$ cat config.mk
export PLATFORM = sky130hd
export DESIGN_NAME = bcd_ram
export DESIGN_NICKNAME = d
export VERILOG_FILES = /design/src/rtl/bcd_ram.sv
export SDC_FILE = /design/constraint.sdc
export NUM_CORES = 1
export LEC_CHECK = 0
export ABC_AREA = 1
export BUFFER_PORTS_ARGS = -buffer_cell sky130_fd_sc_hd__buf_2
export CORE_MARGIN = 4
export CORE_UTILIZATION = 47
export DETAILED_ROUTE_END_ITERATION = 10
export PLACE_DENSITY = 0.66
export REMOVE_ABC_BUFFERS = 1
export SLEW_MARGIN = 30
export SYNTH_ARGS = -nofsm -noshare
export SYNTH_HDL_FRONTEND = slang
export SYNTH_SLANG_ARGS = --single-unit
$ cat constraint.sdc
create_clock -name clock -period 1 [get_ports clock]
set_clock_uncertainty 0.05 [all_clocks]
set_input_delay 0.05 -clock clock [delete_from_list [all_inputs] [get_ports clock]]
set_output_delay 0.05 -clock clock [all_outputs]
set_load 0.05 [all_outputs]
$ cat src/rtl/bcd_ram.sv
// Generic single-port-write, single-port-read RAM with registered read data.
`default_nettype none
module bcd_ram #(
   parameter int WIDTH = 8,
   parameter int DEPTH = 16
) (
   input  wire logic                     clock,
   input  wire logic                     wr_en,
   input  wire logic [$clog2(DEPTH)-1:0] wr_addr,
   input  wire logic [WIDTH-1:0]         wr_data,
   input  wire logic                     rd_en,
   input  wire logic [$clog2(DEPTH)-1:0] rd_addr,
   output logic      [WIDTH-1:0]         rd_data
);
   logic [WIDTH-1:0] mem [DEPTH];
   logic [WIDTH-1:0] rd_data_ff;

   always_ff @(posedge clock) begin
      if (wr_en) begin
         mem[wr_addr] <= wr_data;
      end
      if (rd_en) begin
         rd_data_ff <= mem[rd_addr];
      end
   end

   assign rd_data = rd_data_ff;
endmodule
`default_nettype wire

==> impl_metrics.json <==
{
  "mostFrequentLayoutCell": "nand2_1",
  "wire_per_inst_um": 16.4,
  "p_leak_nw": 3.08,
  "dpl_cell_area_um2": 6350,
  "cp_max_fo": 1,
  "dp.cells": 758,
  "cts_buffer_depth": 2,
  "synthAdderAreaFrac_pct": 0,
  "slowest_stage": "edfxtp_1",
  "track_usage_pct": 19.1,
  "syn_area_um2": 5850,
  "grt_max_degree": 37,
  "dp_slack_ns": -0.307,
  "path_buf_inv": 1,
  "cp_top_family": "flip-flops",
  "status": "finished with violations",
  "cp.arrival_ns": 1.03,
  "place.gp.congestion": 0.871,
  "period_needed_ns": 1.13,
  "drt_iter0_drc": 332,
  "synth_xor_area_share_pct": 0,
  "crit_chain": "buf_6",
  "portBuffers": 26,
  "antenna_found_initial": 0,
  "slew_headroom_pct": 58.0,
  "die_h_um": 120,
  "num_vias": 3926,
  "start_util_pct": 48.3,
  "nets": 632,
  "p_int_w": 0.0101,
  "areaGrowthSynthToFinish_pct": 21.6,
  "tightest_slew_ns": 0.629,
  "coreArea_um2": 12100,
  "synthSimpleGateAreaFrac_pct": 20.8,
  "finalNonFillerCells": 792,
  "start_kind": "register",
  "dieWidth_um": 120,
  "hold_class": "in2reg",
  "diodes": 0,
  "utilization_pct": 58.7,
  "die_area_um2": 14300,
  "hold_viol": 0,
  "worst_slack_ns": -0.135,
  "synth_compound_area_share_pct": 0,
  "placementRows": 40,
  "grt_pass1_vias": 3897,
  "clock-sinks": 136,
  "drv_slew": 0,
  "final_antenna_net_count": 0,
  "layout_common_cells": "nand2_1, edfxtp_1, inv_1",
  "end_kind": "output port",
  "p_seq_share_pct": 50.0,
  "dr.pass1.iters": 6,
  "via_per_inst": 4.96,
  "p_per_area_nw_per_um2": 1820,
  "power.share.clock_pct": 42.3,
  "p_comb_share_pct": 7.6,
  "hold_slack_ns": 0.00889,
  "finalCritPeriodShare_pct": 113,
  "synth_top_family_by_area": "simple AND/OR/NAND/NOR gates",
  "clkLatencyLatePin_ns": 0.41,
  "yosys.cell_types.count": 11,
  "hpwl_mm": 8.31,
  "rsz0062_at_grt": "true",
  "grt_pass1_wl_mm": 20.6,
  "muxShareOfSynthArea_pct": 0,
  "cts.reportedPaths.clkPinSlew_ns": 0.06,
  "synth_top_area_share_pct": 69.8,
  "netlist_instances": 551,
  "drive_gt1_share_pct": 19.9,
  "post_cts_buffers": 0,
  "p_sw_w": 0.00286,
  "numCtsBuffers": 17,
  "setup_viol": 16,
  "h-tree-depth": 4,
  "final_cell_area_um2": 7110,
  "cpPeakStageDelay_ns": 0.44,
  "max_cap_viol_count": 0,
  "worstSetupPathType": "reg2out",
  "irDropWorstVdd_mv": 1.01,
  "yosys_warnings": 0,
  "timing.fmax_mhz": 881,
  "yosys.area.top_type": "edfxtp_1",
  "switching_share_pct": 22.1,
  "grt_overflow": 0,
  "boundaryPins": 27,
  "seq_area_frac_synth_pct": 69.8,
  "synthTopCellsByArea": "edfxtp_1, nand2_1, nand3_1",
  "drt-total-wl_mm": 13.0,
  "synth_area_per_cell_um2": 10.6,
  "synth_seq_cells": 136,
  "cp.required_ns": 0.90,
  "clk_root_buffer_cell": "clkbuf_16",
  "route.detailed.drc": 0,
  "tritoncts": "yes",
  "violations": "negative setup slack"
}
Yosys cell counts, drive strengths merged:
cell type    n
nand3b       2
nand3       97
nand2      173
edfxtp     136
nor2        17
buf         24
inv        102
layout make-up:
| type | instances | area, um2 |
|---|---|---|
| sequential | 136 | 4080 |
| clock buffer | 18 | 429 |
| multi-input combinational | 289 | 1370 |
| inverter | 102 | 383 |
| timing repair buffer | 67 | 548 |
| tap | 168 | 210 |
| clock inverter | 12 | 87.6 |
| fill | 1003 | 5000 |
state kept, by name (all words and copies together), names as in the netlist:
signal / flops
mem: 128
rd_data: 8
path summary, 6_finish.rpt:
| kind | start | end | slack, ns | cells after the start |
|---|---|---|---|---|
| worst max-delay path | rd_data[3] | rd_data[3] | -0.13 | 1 |
| worst min-delay path | wr_data[5] | mem[15][5] | 0.009 | 1 |
| worst max register to register | mem[9][7] | rd_data[7] | -0.12 | 6 |
| worst min register to register | mem[4][2] | rd_data[2] | 0.71 | 6 |
power by group through the flow:
stage,Combinational (W),Clock (W),Sequential (W)
floorplan,0.000345,0,0.00667
global placement,0.000868,0,0.00658
detailed placement,0.000887,0,0.00658
CTS,0.000952,0.00556,0.00647
global route,0.00108,0.00581,0.00648
finish,0.000989,0.00548,0.00647
kinds of logic (layout without fill, tap and decap cells):
logic type,count (synthesis),count (layout)
AND/OR/NAND/NOR,289,289
flip-flops,136,136
buffers and inverters,126,199
repair_timing:
action / in CTS / in global routing
gates resized for setup: 26 / 24
pin swaps: 32 / 27
hold buffers: 4 / 0
cloned: 0 / 0
endpoints found under the setup margin: 16 / 16
endpoints found under the hold margin: 54 / 0
metrics by stage:
step	setup TNS, ns	total power (W)
global placement	-10.89	0.00745
floorplan	-5.59	0.00701
CTS	-1.62	0.0130
global route	-2.41	0.0134
finish	-1.53	0.0129
detailed placement	-13.10	0.00747
per-layer routing:
layer	wire [um]	track usage [%]	part of all wire [%]	up-vias
li1	-	-	-	1903
met1	5510	24.7	42	1876
met2	6550	31.3	50	130
met3	715	4.10	5.5	17
met4	245	7.87	1.9	0
met5	0	0	0	-
Power figures use the tool's default switching activity.
